### src/hw/rtl/ddm_pkg.sv
`default_nettype none

package ddm_pkg;

	// fixed-point constants, Q1.14
	localparam logic [14:0] Q_ONE     = 15'd16384;
	localparam logic [14:0] SMALL_CUT = 15'd17;

	// divider runs one quotient bit per step, counting down to zero
	localparam logic [3:0] DIV_LAST = 4'd14;

	// input command codes
	typedef enum logic [1:0] {
		CMD_NEW  = 2'd0,
		CMD_TICK = 2'd1,
		CMD_CTRL = 2'd2
	} cmd_t;

	// configuration register indexes
	typedef enum logic [2:0] {
		REG_LIN_LIMIT = 3'd0,
		REG_ANG_LIMIT = 3'd1,
		REG_PWM_FULL  = 3'd2,
		REG_PWM_FLOOR = 3'd3,
		REG_TIMEOUT   = 3'd4
	} reg_idx_t;

	// datapath operations driven by the control word
	typedef enum logic [3:0] {
		OP_NOP    = 4'd0,
		OP_WAIT   = 4'd1,
		OP_LOAD_V = 4'd2,
		OP_DIV    = 4'd3,
		OP_SAVE_V = 4'd4,
		OP_SAVE_W = 4'd5,
		OP_FLOOR  = 4'd6,
		OP_STOP   = 4'd7,
		OP_EMIT   = 4'd8
	} op_t;

	// jump conditions; a true condition loads the target, else the step advances
	typedef enum logic [2:0] {
		C_NEXT      = 3'd0,
		C_ALWAYS    = 3'd1,
		C_NO_START  = 3'd2,
		C_TIMEOUT   = 3'd3,
		C_DIV_BUSY  = 3'd4,
		C_FLOOR_OFF = 3'd5,
		C_OUT_BUSY  = 3'd6
	} cond_t;

	// program step addresses
	localparam logic [3:0] ST_WAIT   = 4'd0;
	localparam logic [3:0] ST_LOAD_V = 4'd1;
	localparam logic [3:0] ST_DIV_V  = 4'd2;
	localparam logic [3:0] ST_SAVE_V = 4'd3;
	localparam logic [3:0] ST_DIV_W  = 4'd4;
	localparam logic [3:0] ST_SAVE_W = 4'd5;
	localparam logic [3:0] ST_DIV_F  = 4'd6;
	localparam logic [3:0] ST_FLOOR  = 4'd7;
	localparam logic [3:0] ST_EMIT   = 4'd8;
	localparam logic [3:0] ST_RETURN = 4'd9;
	localparam logic [3:0] ST_STOP   = 4'd10;

	typedef struct packed {
		op_t        op;
		cond_t      cond;
		logic [3:0] target;
	} ctrl_word_t;

	typedef struct packed {
		logic [14:0] lin_limit;
		logic [14:0] ang_limit;
		logic [7:0]  pwm_full;
		logic [7:0]  pwm_floor;
		logic [15:0] timeout;
	} cfg_t;

	typedef struct packed {
		logic timeout;
		logic div_busy;
		logic floor_off;
	} dp_stat_t;

endpackage

`default_nettype wire

### src/hw/rtl/ddm_urom.sv
`default_nettype none

module ddm_urom
	import ddm_pkg::*;
(
	input  wire logic [3:0] pc,
	output ctrl_word_t      cw
);

	// control program
	always_comb begin
		case (pc)
			ST_WAIT:   cw = '{op: OP_WAIT,   cond: C_NO_START,  target: ST_WAIT};
			ST_LOAD_V: cw = '{op: OP_LOAD_V, cond: C_TIMEOUT,   target: ST_STOP};
			ST_DIV_V:  cw = '{op: OP_DIV,    cond: C_DIV_BUSY,  target: ST_DIV_V};
			ST_SAVE_V: cw = '{op: OP_SAVE_V, cond: C_NEXT,      target: ST_WAIT};
			ST_DIV_W:  cw = '{op: OP_DIV,    cond: C_DIV_BUSY,  target: ST_DIV_W};
			ST_SAVE_W: cw = '{op: OP_SAVE_W, cond: C_FLOOR_OFF, target: ST_EMIT};
			ST_DIV_F:  cw = '{op: OP_DIV,    cond: C_DIV_BUSY,  target: ST_DIV_F};
			ST_FLOOR:  cw = '{op: OP_FLOOR,  cond: C_NEXT,      target: ST_WAIT};
			ST_EMIT:   cw = '{op: OP_EMIT,   cond: C_OUT_BUSY,  target: ST_EMIT};
			ST_RETURN: cw = '{op: OP_NOP,    cond: C_ALWAYS,    target: ST_WAIT};
			ST_STOP:   cw = '{op: OP_STOP,   cond: C_ALWAYS,    target: ST_EMIT};
			default:   cw = '{op: OP_NOP,    cond: C_ALWAYS,    target: ST_WAIT};
		endcase
	end

endmodule

`default_nettype wire

### src/hw/rtl/ddm_dp.sv
`default_nettype none

module ddm_dp
	import ddm_pkg::*;
(
	input  wire logic               clk,
	input  wire logic               arst_n,
	input  wire op_t                op,
	input  wire cfg_t               cfg,
	input  wire logic               in_fire,
	input  wire logic [1:0]         cmd,
	input  wire logic signed [15:0] lin_vel,
	input  wire logic signed [15:0] ang_vel,
	output dp_stat_t                stat,
	output logic                    res_stop,
	output logic signed [15:0]      res_left,
	output logic signed [15:0]      res_right
);

	logic signed [15:0] held_lin_q;
	logic signed [15:0] held_ang_q;
	logic [15:0]        age_q;

	logic [14:0] rem_q;
	logic [14:0] den_q;
	logic [14:0] quo_q;
	logic [3:0]  cnt_q;

	logic signed [15:0] vn_q;
	logic signed [15:0] left_q;
	logic signed [15:0] right_q;
	logic               stop_q;

	logic [14:0]        div_a;
	logic [14:0]        div_d;
	logic               div_load;
	logic [15:0]        trial;
	logic               trial_ge;
	logic signed [15:0] vn_new;
	logic signed [15:0] wn_new;
	logic signed [16:0] diff;
	logic signed [16:0] sum;
	logic [14:0]        level;

	// magnitude of a signed speed, clamped to its limit
	function automatic logic [14:0] clamp_mag(input logic signed [15:0] x,
			input logic [14:0] lim);
		logic [15:0] m;
		m = x[15] ? 16'(-x) : 16'(x);
		return (m > {1'b0, lim}) ? lim : m[14:0];
	endfunction

	// signed normalized value from quotient, zero for a zero limit
	function automatic logic signed [15:0] signed_q(input logic neg, input logic [14:0] q,
			input logic [14:0] lim);
		logic signed [15:0] p;
		p = signed'({1'b0, q});
		if (lim == '0)
			return '0;
		return neg ? -p : p;
	endfunction

	// saturate to +-1.0
	function automatic logic signed [15:0] sat_one(input logic signed [16:0] s);
		logic signed [16:0] top;
		top = signed'({2'b00, Q_ONE});
		if (s > top)
			return signed'({1'b0, Q_ONE});
		if (s < -top)
			return -signed'({1'b0, Q_ONE});
		return s[15:0];
	endfunction

	// dead zone and minimum drive
	function automatic logic signed [15:0] apply_floor(input logic signed [15:0] d,
			input logic [14:0] lvl);
		logic [15:0]        m;
		logic signed [15:0] l;
		m = d[15] ? 16'(-d) : 16'(d);
		l = signed'({1'b0, lvl});
		if (m < {1'b0, SMALL_CUT})
			return '0;
		if (m < {1'b0, lvl})
			return d[15] ? -l : l;
		return d;
	endfunction

	// held command and watchdog age
	always_ff @(posedge clk or negedge arst_n) begin
		if (!arst_n) begin
			held_lin_q <= '0;
			held_ang_q <= '0;
			age_q      <= '0;
		end else if (in_fire) begin
			if (cmd == CMD_NEW) begin
				held_lin_q <= lin_vel;
				held_ang_q <= ang_vel;
				age_q      <= '0;
			end else if (cmd == CMD_TICK && age_q != 16'hFFFF) begin
				age_q <= age_q + 16'd1;
			end
		end
	end

	// divider operand select
	always_comb begin
		div_load = 1'b1;
		case (op)
			OP_LOAD_V: begin
				div_a = clamp_mag(held_lin_q, cfg.lin_limit);
				div_d = cfg.lin_limit;
			end
			OP_SAVE_V: begin
				div_a = clamp_mag(held_ang_q, cfg.ang_limit);
				div_d = cfg.ang_limit;
			end
			OP_SAVE_W: begin
				div_a = {7'd0, cfg.pwm_floor};
				div_d = {7'd0, cfg.pwm_full};
			end
			default: begin
				div_load = 1'b0;
				div_a    = '0;
				div_d    = '0;
			end
		endcase
	end

	// one restoring step; the first step has no shift
	always_comb begin
		trial    = (cnt_q == DIV_LAST) ? {1'b0, rem_q} : {rem_q, 1'b0};
		trial_ge = trial >= {1'b0, den_q};
	end

	// shared iterative divider, a * 2^14 / d with a not above d
	always_ff @(posedge clk or negedge arst_n) begin
		if (!arst_n) begin
			cnt_q <= '0;
		end else if (div_load) begin
			cnt_q <= DIV_LAST;
		end else if (op == OP_DIV && cnt_q != '0) begin
			cnt_q <= cnt_q - 4'd1;
		end
	end

	always_ff @(posedge clk) begin
		if (div_load) begin
			rem_q <= div_a;
			den_q <= div_d;
			quo_q <= '0;
		end else if (op == OP_DIV) begin
			rem_q <= trial_ge ? 15'(trial - {1'b0, den_q}) : trial[14:0];
			quo_q <= {quo_q[13:0], trial_ge};
		end
	end

	// mixing and floor arithmetic
	always_comb begin
		vn_new = signed_q(held_lin_q[15], quo_q, cfg.lin_limit);
		wn_new = signed_q(held_ang_q[15], quo_q, cfg.ang_limit);
		diff   = 17'(vn_q) - 17'(wn_new);
		sum    = 17'(vn_q) + 17'(wn_new);
		level  = (cfg.pwm_floor > cfg.pwm_full) ? Q_ONE : quo_q;
	end

	// result registers
	always_ff @(posedge clk) begin
		case (op)
			OP_LOAD_V: stop_q <= 1'b0;
			OP_SAVE_V: vn_q <= vn_new;
			OP_SAVE_W: begin
				left_q  <= sat_one(diff);
				right_q <= sat_one(sum);
			end
			OP_FLOOR: begin
				left_q  <= apply_floor(left_q, level);
				right_q <= apply_floor(right_q, level);
			end
			OP_STOP: begin
				stop_q  <= 1'b1;
				left_q  <= '0;
				right_q <= '0;
			end
			default: ;
		endcase
	end

	assign stat.timeout   = age_q > cfg.timeout;
	assign stat.div_busy  = cnt_q != '0;
	assign stat.floor_off = (cfg.pwm_full == '0) || (cfg.pwm_floor == '0);

	assign res_stop  = stop_q;
	assign res_left  = left_q;
	assign res_right = right_q;

endmodule

`default_nettype wire

### src/hw/rtl/diff_drive_mixer_with_watchdog.sv
// Differential-drive mixer with a command watchdog.
// Input channel (in_valid/in_ready) carries cmd, lin_vel, ang_vel. cmd NEW stores
// the velocity command and clears the tick age; cmd TICK ages the command by one
// (saturating); cmd CTRL produces one item on the output channel; code 3 is dropped.
// NEW and TICK items give no output; the program stays at its wait step.
// A CTRL item runs a short control program: two normalizing divisions and one
// floor-level division on a shared 15-step restoring divider, one quotient bit
// per cycle; the floor division is skipped when the PWM floor is off, and a
// timeout skips to the stop step; emit loads the output, then return leads to wait.
// Output (out_valid/out_ready) carries stopped, left_drive, right_drive in Q1.14.
// The output register holds the item until taken; if the previous item is still
// pending, the program waits at its emit step and no input is taken meanwhile.
// Configuration (cfg_valid/cfg_ready, cfg_index, cfg_data) is always ready and
// should be written only while the block is idle; unknown indexes are ignored.
// Reset clears the held command and the age, loads the register defaults and
// returns the program to its wait step with no output pending.
`default_nettype none

module diff_drive_mixer_with_watchdog
	import ddm_pkg::*;
(
	input  wire logic               clk,
	input  wire logic               arst_n,
	input  wire logic               in_valid,
	output logic                    in_ready,
	input  wire logic [1:0]         cmd,
	input  wire logic signed [15:0] lin_vel,
	input  wire logic signed [15:0] ang_vel,
	output logic                    out_valid,
	input  wire logic               out_ready,
	output logic                    stopped,
	output logic signed [15:0]      left_drive,
	output logic signed [15:0]      right_drive,
	input  wire logic               cfg_valid,
	output logic                    cfg_ready,
	input  wire logic [2:0]         cfg_index,
	input  wire logic [15:0]        cfg_data
);

	logic [3:0]         pc_q;
	logic [3:0]         pc_d;
	ctrl_word_t         cw;
	cfg_t               cfg_q;
	dp_stat_t           stat;
	logic               in_fire;
	logic               start;
	logic               out_busy;
	logic               out_load;
	logic               jump;
	logic               res_stop;
	logic signed [15:0] res_left;
	logic signed [15:0] res_right;
	logic               out_valid_q;
	logic               stopped_q;
	logic signed [15:0] left_q;
	logic signed [15:0] right_q;

	assign cfg_ready = 1'b1;

	// configuration registers
	always_ff @(posedge clk or negedge arst_n) begin
		if (!arst_n) begin
			cfg_q.lin_limit <= 15'd2048;
			cfg_q.ang_limit <= 15'd4096;
			cfg_q.pwm_full  <= 8'd200;
			cfg_q.pwm_floor <= 8'd0;
			cfg_q.timeout   <= 16'd500;
		end else if (cfg_valid) begin
			case (cfg_index)
				REG_LIN_LIMIT: cfg_q.lin_limit <= cfg_data[14:0];
				REG_ANG_LIMIT: cfg_q.ang_limit <= cfg_data[14:0];
				REG_PWM_FULL:  cfg_q.pwm_full  <= cfg_data[7:0];
				REG_PWM_FLOOR: cfg_q.pwm_floor <= cfg_data[7:0];
				REG_TIMEOUT:   cfg_q.timeout   <= cfg_data;
				default: ;
			endcase
		end
	end

	ddm_urom u_urom (
		.pc (pc_q),
		.cw (cw)
	);

	// input handshake lives in the wait step
	assign in_ready = (cw.op == OP_WAIT);
	assign in_fire  = in_valid && in_ready;
	assign start    = in_fire && (cmd == CMD_CTRL);
	assign out_busy = out_valid_q && !out_ready;
	assign out_load = (cw.op == OP_EMIT) && !out_busy;

	// sequencer: jump on condition, else next step
	always_comb begin
		case (cw.cond)
			C_NEXT:      jump = 1'b0;
			C_ALWAYS:    jump = 1'b1;
			C_NO_START:  jump = !start;
			C_TIMEOUT:   jump = stat.timeout;
			C_DIV_BUSY:  jump = stat.div_busy;
			C_FLOOR_OFF: jump = stat.floor_off;
			C_OUT_BUSY:  jump = out_busy;
			default:     jump = 1'b1;
		endcase
		pc_d = jump ? cw.target : pc_q + 4'd1;
	end

	always_ff @(posedge clk or negedge arst_n) begin
		if (!arst_n)
			pc_q <= ST_WAIT;
		else
			pc_q <= pc_d;
	end

	ddm_dp u_dp (
		.clk       (clk),
		.arst_n    (arst_n),
		.op        (cw.op),
		.cfg       (cfg_q),
		.in_fire   (in_fire),
		.cmd       (cmd),
		.lin_vel   (lin_vel),
		.ang_vel   (ang_vel),
		.stat      (stat),
		.res_stop  (res_stop),
		.res_left  (res_left),
		.res_right (res_right)
	);

	// output register
	always_ff @(posedge clk or negedge arst_n) begin
		if (!arst_n)
			out_valid_q <= 1'b0;
		else if (out_load)
			out_valid_q <= 1'b1;
		else if (out_ready)
			out_valid_q <= 1'b0;
	end

	always_ff @(posedge clk) begin
		if (out_load) begin
			stopped_q <= res_stop;
			left_q    <= res_left;
			right_q   <= res_right;
		end
	end

	assign out_valid   = out_valid_q;
	assign stopped     = stopped_q;
	assign left_drive  = left_q;
	assign right_drive = right_q;

`ifndef SYNTH
	// a stopped item carries zero drives
	a_stop_zero: assert property (@(posedge clk) disable iff (!arst_n)
		out_valid && stopped |-> left_drive == 16'sd0 && right_drive == 16'sd0)
		else $error("stopped item with nonzero drive");

	// drives stay within +-1.0
	a_drive_range: assert property (@(posedge clk) disable iff (!arst_n)
		out_valid |-> left_drive >= -16'sd16384 && left_drive <= 16'sd16384
			&& right_drive >= -16'sd16384 && right_drive <= 16'sd16384)
		else $error("drive out of range");

	// a control step leaves the wait step
	a_ctrl_busy: assert property (@(posedge clk) disable iff (!arst_n)
		in_valid && in_ready && cmd == CMD_CTRL |=> !in_ready)
		else $error("input taken during control step");
`endif

endmodule

`default_nettype wire
### config.mk
export PLATFORM = sky130hd
export DESIGN_NAME = diff_drive_mixer_with_watchdog
export DESIGN_NICKNAME = d
export VERILOG_FILES = /design/src/hw/rtl/ddm_pkg.sv /design/src/hw/rtl/ddm_urom.sv /design/src/hw/rtl/ddm_dp.sv /design/src/hw/rtl/diff_drive_mixer_with_watchdog.sv
export SDC_FILE = /design/constraint.sdc
export NUM_CORES = 1
export LEC_CHECK = 0
export BUFFER_PORTS_ARGS = -buffer_cell sky130_fd_sc_hd__buf_2
export CAP_MARGIN = 40
export CELL_PAD_IN_SITES_DETAIL_PLACEMENT = 1
export CELL_PAD_IN_SITES_GLOBAL_PLACEMENT = 2
export CORE_AREA = 3 3 161 319
export DETAILED_ROUTE_END_ITERATION = 8
export DIE_AREA = 0 0 164 322
export GPL_TIMING_DRIVEN = 0
export PLACE_DENSITY_LB_ADDON = 0.1
export SYNTH_ARGS = -nofsm -noshare
export SYNTH_HDL_FRONTEND = slang
export SYNTH_SLANG_ARGS = --single-unit
### constraint.sdc
create_clock -name clk -period 5.82 [get_ports clk]
set_clock_uncertainty 0.2 [all_clocks]
set_input_delay 0.873 -clock clk [delete_from_list [all_inputs] [get_ports clk]]
set_output_delay 0.873 -clock clk [all_outputs]
set_load 0.02 [all_outputs]
==> After elaboration in Yosys (flattened, before gate mapping) <==
Memories as Yosys holds them, arrays and structs flattened.
Cells that the tools add are included.
{ "classes": {"addsub": 12, "mul": 0, "div_mod_pow": 0, "n_lt_le_gt_ge": 13, "eq_ne": 23, "shift": 0, "mux": 71, "bitwise": 0, "n_reduce_logical": 34} }
{ "ops": {"columns": ["operator", "count"], "rows": [
  ["16-bit 2-to-1 mux", 31],
  ["16-bit case mux with 3 select lines", 2],
  ["15-bit 2-to-1 mux", 6],
  ["15-bit case mux with 3 select lines", 2],
  ["16-bit negation", 4],
  ["17-bit by 16-bit > comparator with 1-bit output (second input constant)", 2],
  ["17-bit by 15-bit < comparator with 1-bit output (second input constant)", 2],
  ["16-bit by 15-bit > comparator with 1-bit output", 2],
  ["16-bit by 15-bit < comparator with 1-bit output", 2],
  ["16-bit by 5-bit < comparator with 1-bit output (second input constant)", 2],
  ["15-bit negation with 16-bit output", 2],
  ["15-bit zero test", 2],
  ["1-bit 2-to-1 mux", 25],
  ["2-bit AND reduction", 9],
  ["16-bit by 16-bit adder with 17-bit output", 1],
  ["16-bit by 16-bit subtractor with 17-bit output", 1],
  ["16-bit by 1-bit adder with 16-bit output (second input constant)", 1],
  ["4-bit by 3-bit equality test with 1-bit output (second input constant)", 4],
  ["16-bit by 15-bit greater-or-equal comparator with 1-bit output", 1],
  ["16-bit > comparator", 1],
  ["8-bit zero test", 2],
  ["16-bit inequality test (second input constant)", 1],
  ["15-bit subtractor", 1],
  ["3-bit by 2-bit equality test with 1-bit output (second input constant)", 4],
  ["23 further kinds", 43]
]} }
{ "totals": {"reg_bits": 246, "latch_bits": 0, "ram_bits": 0, "mem_bits_ro": 160, "input_bits": 58, "output_inout_bits": 36, "elab_cells": 175, "memories": 1} }
{ "memory_table": {"columns": ["name", "words", "word_bits", "rd", "rd_clocked_by_memory_dff", "wr", "line_no", "rtl"], "rows": [
  ["(no name shown)", 16, 10, 1, 0, 0, "ddm_urom.sv:12", "case (pc)"]
]} }

==> Longest topological paths before layout <==
{ "depth": {"word_depth": 12, "ltp_mapped": 21} }

==> Modules after synthesis <==
From an unflattened synthesis, not the netlist that was laid out.
{ "unflattened": {"cells_unflattened": 1872, "hier_area_um2": 17883.4} }
{ "by_module_without_submodules": {"columns": ["mod", "instances", "cells_per_inst", "area_per_inst_um2", "seq_area_each_um2"], "rows": [
  ["ddm_dp", 1, 1633, 13930.9, 3973.8],
  ["diff_drive_mixer_with_watchdog", 1, 202, 3681.0, 2681.3],
  ["ddm_urom", 1, 37, 271.5, 0.0]
]} }

==> Worst setup path before layout <==
No wires, ideal clock.
{ "synth_path": {"path_type": "flip-flop to flip-flop", "startpoint": "register u_dp.quo_q[2]", "endpoint": "register u_dp.left_q[3] (netlist: u_dp.res_left[3]) (data pin)", "setup_ps": 287, "arrival_ps": 5157, "required_time_ps": 5333, "setup_slack_ps": 177, "path_stages_with_launch": 22, "path_buffers": 3, "synth_period_minus_slack_ps": 5643, "cell_sequence": "dfxtp_1 -> buf_6 -> or2_4 -> or4_4 -> or3_4 -> or3_4 -> or3_4 -> or3_1 -> buf_2 -> nand2_1 -> xor2_1 -> or2_2 -> ha_1 -> or3_1 -> nand2b_1 -> o221a_2 -> clkbuf_1 -> nand4b_1 -> o21ai_0 -> o31ai_1 -> a21boi_1 -> o32ai_1"} }
{ "synth_between": {"elab_chain_cells": 11, "elab_cells_between_ends": 22} }
{ "synth_rtl": {"columns": ["element", "line_no", "rtl"], "rows": [
  ["from (decl)", "ddm_dp.sv:26", "logic [14:0] quo_q;"],
  ["from (signal assigned)", "ddm_dp.sv:153", "quo_q <= {quo_q[13:0], trial_ge};"],
  ["15-bit negation with 16-bit output", "ddm_dp.sv:60", "return neg ? -p : p;"],
  ["16-bit 2-to-1 mux (2 in series)", "ddm_dp.sv:60", null],
  ["16-bit by 16-bit subtractor with 17-bit output", "ddm_dp.sv:161", "diff = 17'(vn_q) - 17'(wn_new);"],
  ["17-bit by 15-bit < comparator with 1-bit output", "ddm_dp.sv:69", "if (s < -top)"],
  ["1-bit 2-to-1 mux (2 in series)", "ddm_dp.sv:69", null],
  ["1-bit 2-to-1 mux", "ddm_dp.sv:168", "case (op)"],
  ["16-bit 2-to-1 mux", "ddm_dp.sv:71", "return s[15:0];"],
  ["16-bit 2-to-1 mux", "ddm_dp.sv:69", null],
  ["16-bit case mux with 3 select lines (*)", "ddm_dp.sv:168", null],
  ["to (signal assigned)", "ddm_dp.sv:172", "left_q <= sat_one(diff);"],
  ["to (signal assigned)", "ddm_dp.sv:176", "left_q <= apply_floor(left_q, level);"],
  ["to (decl)", "ddm_dp.sv:30", "logic signed [15:0] left_q;"]
]} }
Mark *: on every way between the ends. The rest lies on a longest branch, timed or not. The select of a mux whose other input is x is not followed.
A chain may end at the register's enable or synchronous reset.

==> Worst setup path in the final report <==
{ "layout_path": {"startpoint": "register cfg_q[41] (netlist name)", "endpoint": "register u_dp.left_q[3] (netlist: u_dp.res_left[3]) (data pin)"} }
{ "layout_between": {"elab_chain_cells": 11, "elab_cells_between_ends": 15} }
{ "layout_rtl": {"columns": ["element", "line_no", "rtl"], "rows": [
  ["from (decl)", "diff_drive_mixer_with_watchdog.sv:43", "cfg_t cfg_q;"],
  ["15-bit zero test (*)", "ddm_dp.sv:58", "if (lim == '0)"],
  ["1-bit 2-to-1 mux (*)", "ddm_dp.sv:58", null],
  ["16-bit 2-to-1 mux (*)", "ddm_dp.sv:60", null],
  ["16-bit by 16-bit subtractor with 17-bit output (*)", "ddm_dp.sv:161", null],
  ["17-bit by 15-bit < comparator with 1-bit output", "ddm_dp.sv:69", null],
  ["1-bit 2-to-1 mux (2 in series)", "ddm_dp.sv:69", null],
  ["1-bit 2-to-1 mux", "ddm_dp.sv:168", null],
  ["16-bit 2-to-1 mux", "ddm_dp.sv:71", null],
  ["16-bit 2-to-1 mux (*)", "ddm_dp.sv:69", null],
  ["16-bit case mux with 3 select lines (*)", "ddm_dp.sv:168", null]
]} }
Marked as above.

==> flow_summary.json <==
{
  "fillers": 5723,
  "status": "completed",
  "required_ns": 5.92,
  "synth_nets": 2124,
  "holdWs_ns": 0.0900,
  "arrival_ns": 5.84,
  "syn_to_final_growth_pct": 16.7,
  "h-tree-depth": 1,
  "holdBufCountCts": 0,
  "track_usage": 0.253,
  "critical_path.startpoint_type": "register",
  "routed_wl_um": 67500,
  "cts_tree": "done",
  "dieArea_sq_um": 52800,
  "setup_viol": 0,
  "final_core_util": 0.415,
  "min_period_ns": 5.74,
  "maxSlewViolCount": 0,
  "final_cell_mix": "nand2_1, ha_1, inv_1, o21ai_0, edfxtp_1",
  "die_x_um": 164,
  "rsz0062_at_grt": "no",
  "yosysWarnings": 0,
  "min_path_type": "in2async",
  "start_util": 0.356,
  "synth_edf_count": 112,
  "crit_path_max_fanout": 10,
  "seqCellArea_sq_um": 6660,
  "hold_viol": 0,
  "post-route-period-util": 0.986,
  "numPortBuffers": 91,
  "path_clk_slew_ns": 0.06,
  "rows": 115,
  "drtIter0Drc": 578,
  "fin_nets": 2278,
  "io_pins": 94,
  "ys_seq_elements": 246,
  "cts_buffer_depth": 3,
  "grt_max_degree": 73,
  "yosysUniqueCellTypes": 80,
  "wire_per_inst_um": 24.7,
  "dp_hpwl_um": 55300,
  "setup_tns_ns": 0,
  "async_reset_ff_frac": 0.484,
  "grt_pass1_wl_um": 99600,
  "cap_viol_max_count": 0,
  "cts_buffers": 28,
  "clock-sinks": 246,
  "vias_per_cell": 5.66,
  "antenna_found_initial": 0,
  "drt_first_pass_iters": 5,
  "gp_congestion": 0.962,
  "drc": 0,
  "dp_worst_setup_slack_ns": -1.01,
  "drive_gt1_frac": 0.166,
  "avgSynthCellArea_sq_um": 9.16,
  "ant_nets": 0,
  "synth_ff_type": "edfxtp_1",
  "final_common_cell": "nand2_1",
  "num_vias": 15500,
  "fmax_ghz": 0.174,
  "timing.slew.headroom": 0.403,
  "synth_seq_area_share": 0.379,
  "multi_input_area_sq_um": 10400,
  "clk_latency_ns": 0.59,
  "finalWorstSetupSlack_ns": 0.0819,
  "worstSetupPathType": "reg2reg",
  "synthCells": 1918,
  "grt_pass1_vias": 16900,
  "core-area_sq_um": 49400,
  "clock-root-buffer": "clkbuf_16",
  "tightest_slew_ns": 0.892,
  "netlist_area_sq_um": 17600,
  "crit_path_end_kind": "register",
  "fp.dieH_um": 322,
  "overflow": 0
}
[final timing paths]
| kind | startpoint | to | slack [ns] | cells after the start |
|---|---|---|---|---|
| max in group asynchronous | arst_n | cfg_q[8] | 4.52 | 2 |
| hold reg to reg | u_dp.res_stop | stopped | 0.24 | 0 |
| setup reg to reg | cfg_q[41] | u_dp.res_left[3] | 0.08 | 19 |
| min in group clk | u_dp.res_stop | stopped | 0.24 | 0 |
| setup / recovery | cfg_q[41] | u_dp.res_left[3] | 0.08 | 19 |
| hold / removal | arst_n | cfg_q[40] | 0.09 | 1 |
[cells in the mapped netlist, drive strengths merged (11+ instances only)]
| cell | n | share of area |
|---|---|---|
| inv | 133 | 0.028 |
| mux2i | 22 | 0.013 |
| nand2 | 237 | 0.051 |
| nor4 | 22 | 0.0078 |
| dfrtp | 108 | 0.15 |
| edfxtp | 112 | 0.19 |
| or2 | 26 | 0.0094 |
| o22ai | 32 | 0.011 |
| dfxtp | 15 | 0.017 |
| o21ai | 141 | 0.040 |
| nand4 | 17 | 0.0061 |
| nor3 | 32 | 0.0091 |
| o31ai | 22 | 0.0094 |
| o21a | 15 | 0.0064 |
| ha | 145 | 0.10 |
| a21o | 29 | 0.012 |
| a21oi | 89 | 0.025 |
| o32ai | 13 | 0.0065 |
| nor2 | 97 | 0.021 |
| xnor2 | 84 | 0.042 |
| clkbuf | 79 | 0.017 |
| dfstp | 11 | 0.016 |
| nor2b | 27 | 0.0096 |
| or3 | 27 | 0.011 |
| xor2 | 54 | 0.027 |
| a222oi | 12 | 0.0068 |
| buf | 14 | 0.0042 |
| nand2b | 19 | 0.0068 |
| nand3 | 48 | 0.014 |
| mux2 | 69 | 0.044 |
| o211ai | 11 | 0.0047 |
[area by class of cell]
cell class,instances,area share
Antenna cell,1,0.000122
Buffer,87,0.0179
Clock buffer,34,0.0383
Clock inverter,18,0.00922
Inverter,133,0.0244
Multi-Input combinational cell,1447,0.506
Sequential cell,246,0.325
Tap cell,643,0.0392
Timing Repair Buffer,129,0.0406
[repair_timing]
action,in CTS,in global routing
resized for setup,54,22
cloned,3,0
pin swaps,14,7
endpoints found under the setup margin,30,42
setup buffers,21,1
[worst max-delay path: stages (launching register included)]
cell      delay (ns)
dfrtp_1         0.38
nor4_1          0.52
and4_1          0.31
clkbuf_1        0.44
clkbuf_2        0.39
nor2_1          0.14
ha_1            0.23
inv_1           0.07
fa_1            0.21
a21oi_1         0.12
o211a_1         0.33
o21ai_1         0.63
o221a_4         0.37
xor2_2          0.19
inv_2           0.09
a41o_1          0.24
a21boi_4        0.18
buf_12          0.15
buf_8           0.13
o32ai_2         0.09
[registers in the layout, summed over array words and instances, names as in the netlist]
| signal | cells |
|---|---|
| cfg_q | 62 |
| left_drive | 16 |
| out_valid | 1 |
| pc_q | 4 |
| right_drive | 16 |
| stopped | 1 |
| u_dp.age_q | 16 |
| u_dp.cnt_q | 4 |
| u_dp.den_q | 15 |
| u_dp.held_ang_q | 16 |
| u_dp.held_lin_q | 16 |
| u_dp.quo_q | 15 |
| u_dp.rem_q | 15 |
| u_dp.res_left | 16 |
| u_dp.res_right | 16 |
| u_dp.res_stop | 1 |
| u_dp.vn_q | 16 |
[per-layer routing]
layer / GRT usage / vias up / part of all wire
met5: 0 / - / 0
met4: 0.208 / 0 / 0.099
met3: 0.0273 / 228 / 0.029
met2: 0.530 / 395 / 0.58
met1: 0.195 / 7646 / 0.29
li1: - / 7224 / -
[cells by family after synthesis]
family                   after synthesis  share of synthesized area
AND/OR/NAND/NOR                      614                      0.172
AO/OA/AOI/OAI                        454                      0.167
flip-flops                           246                      0.379
buffers and inverters                226                     0.0495
adder cells (fa/ha/maj)              148                      0.107
XOR/XNOR                             138                     0.0688
multiplexers                          91                     0.0568
other                                  1                   0.000213
[through the flow]
step | area, sq um | cells
final | 20500 | 2738
after global routing | 20500 | 2737
after CTS | 20400 | 2740
after detailed placement | 19000 | 2666
after global placement | 18800 | 2652
after floorplan | 17600 | 1918
Power is not shown: default switching activity piles up to over one toggle a cycle in this logic, so the estimate is an artifact.
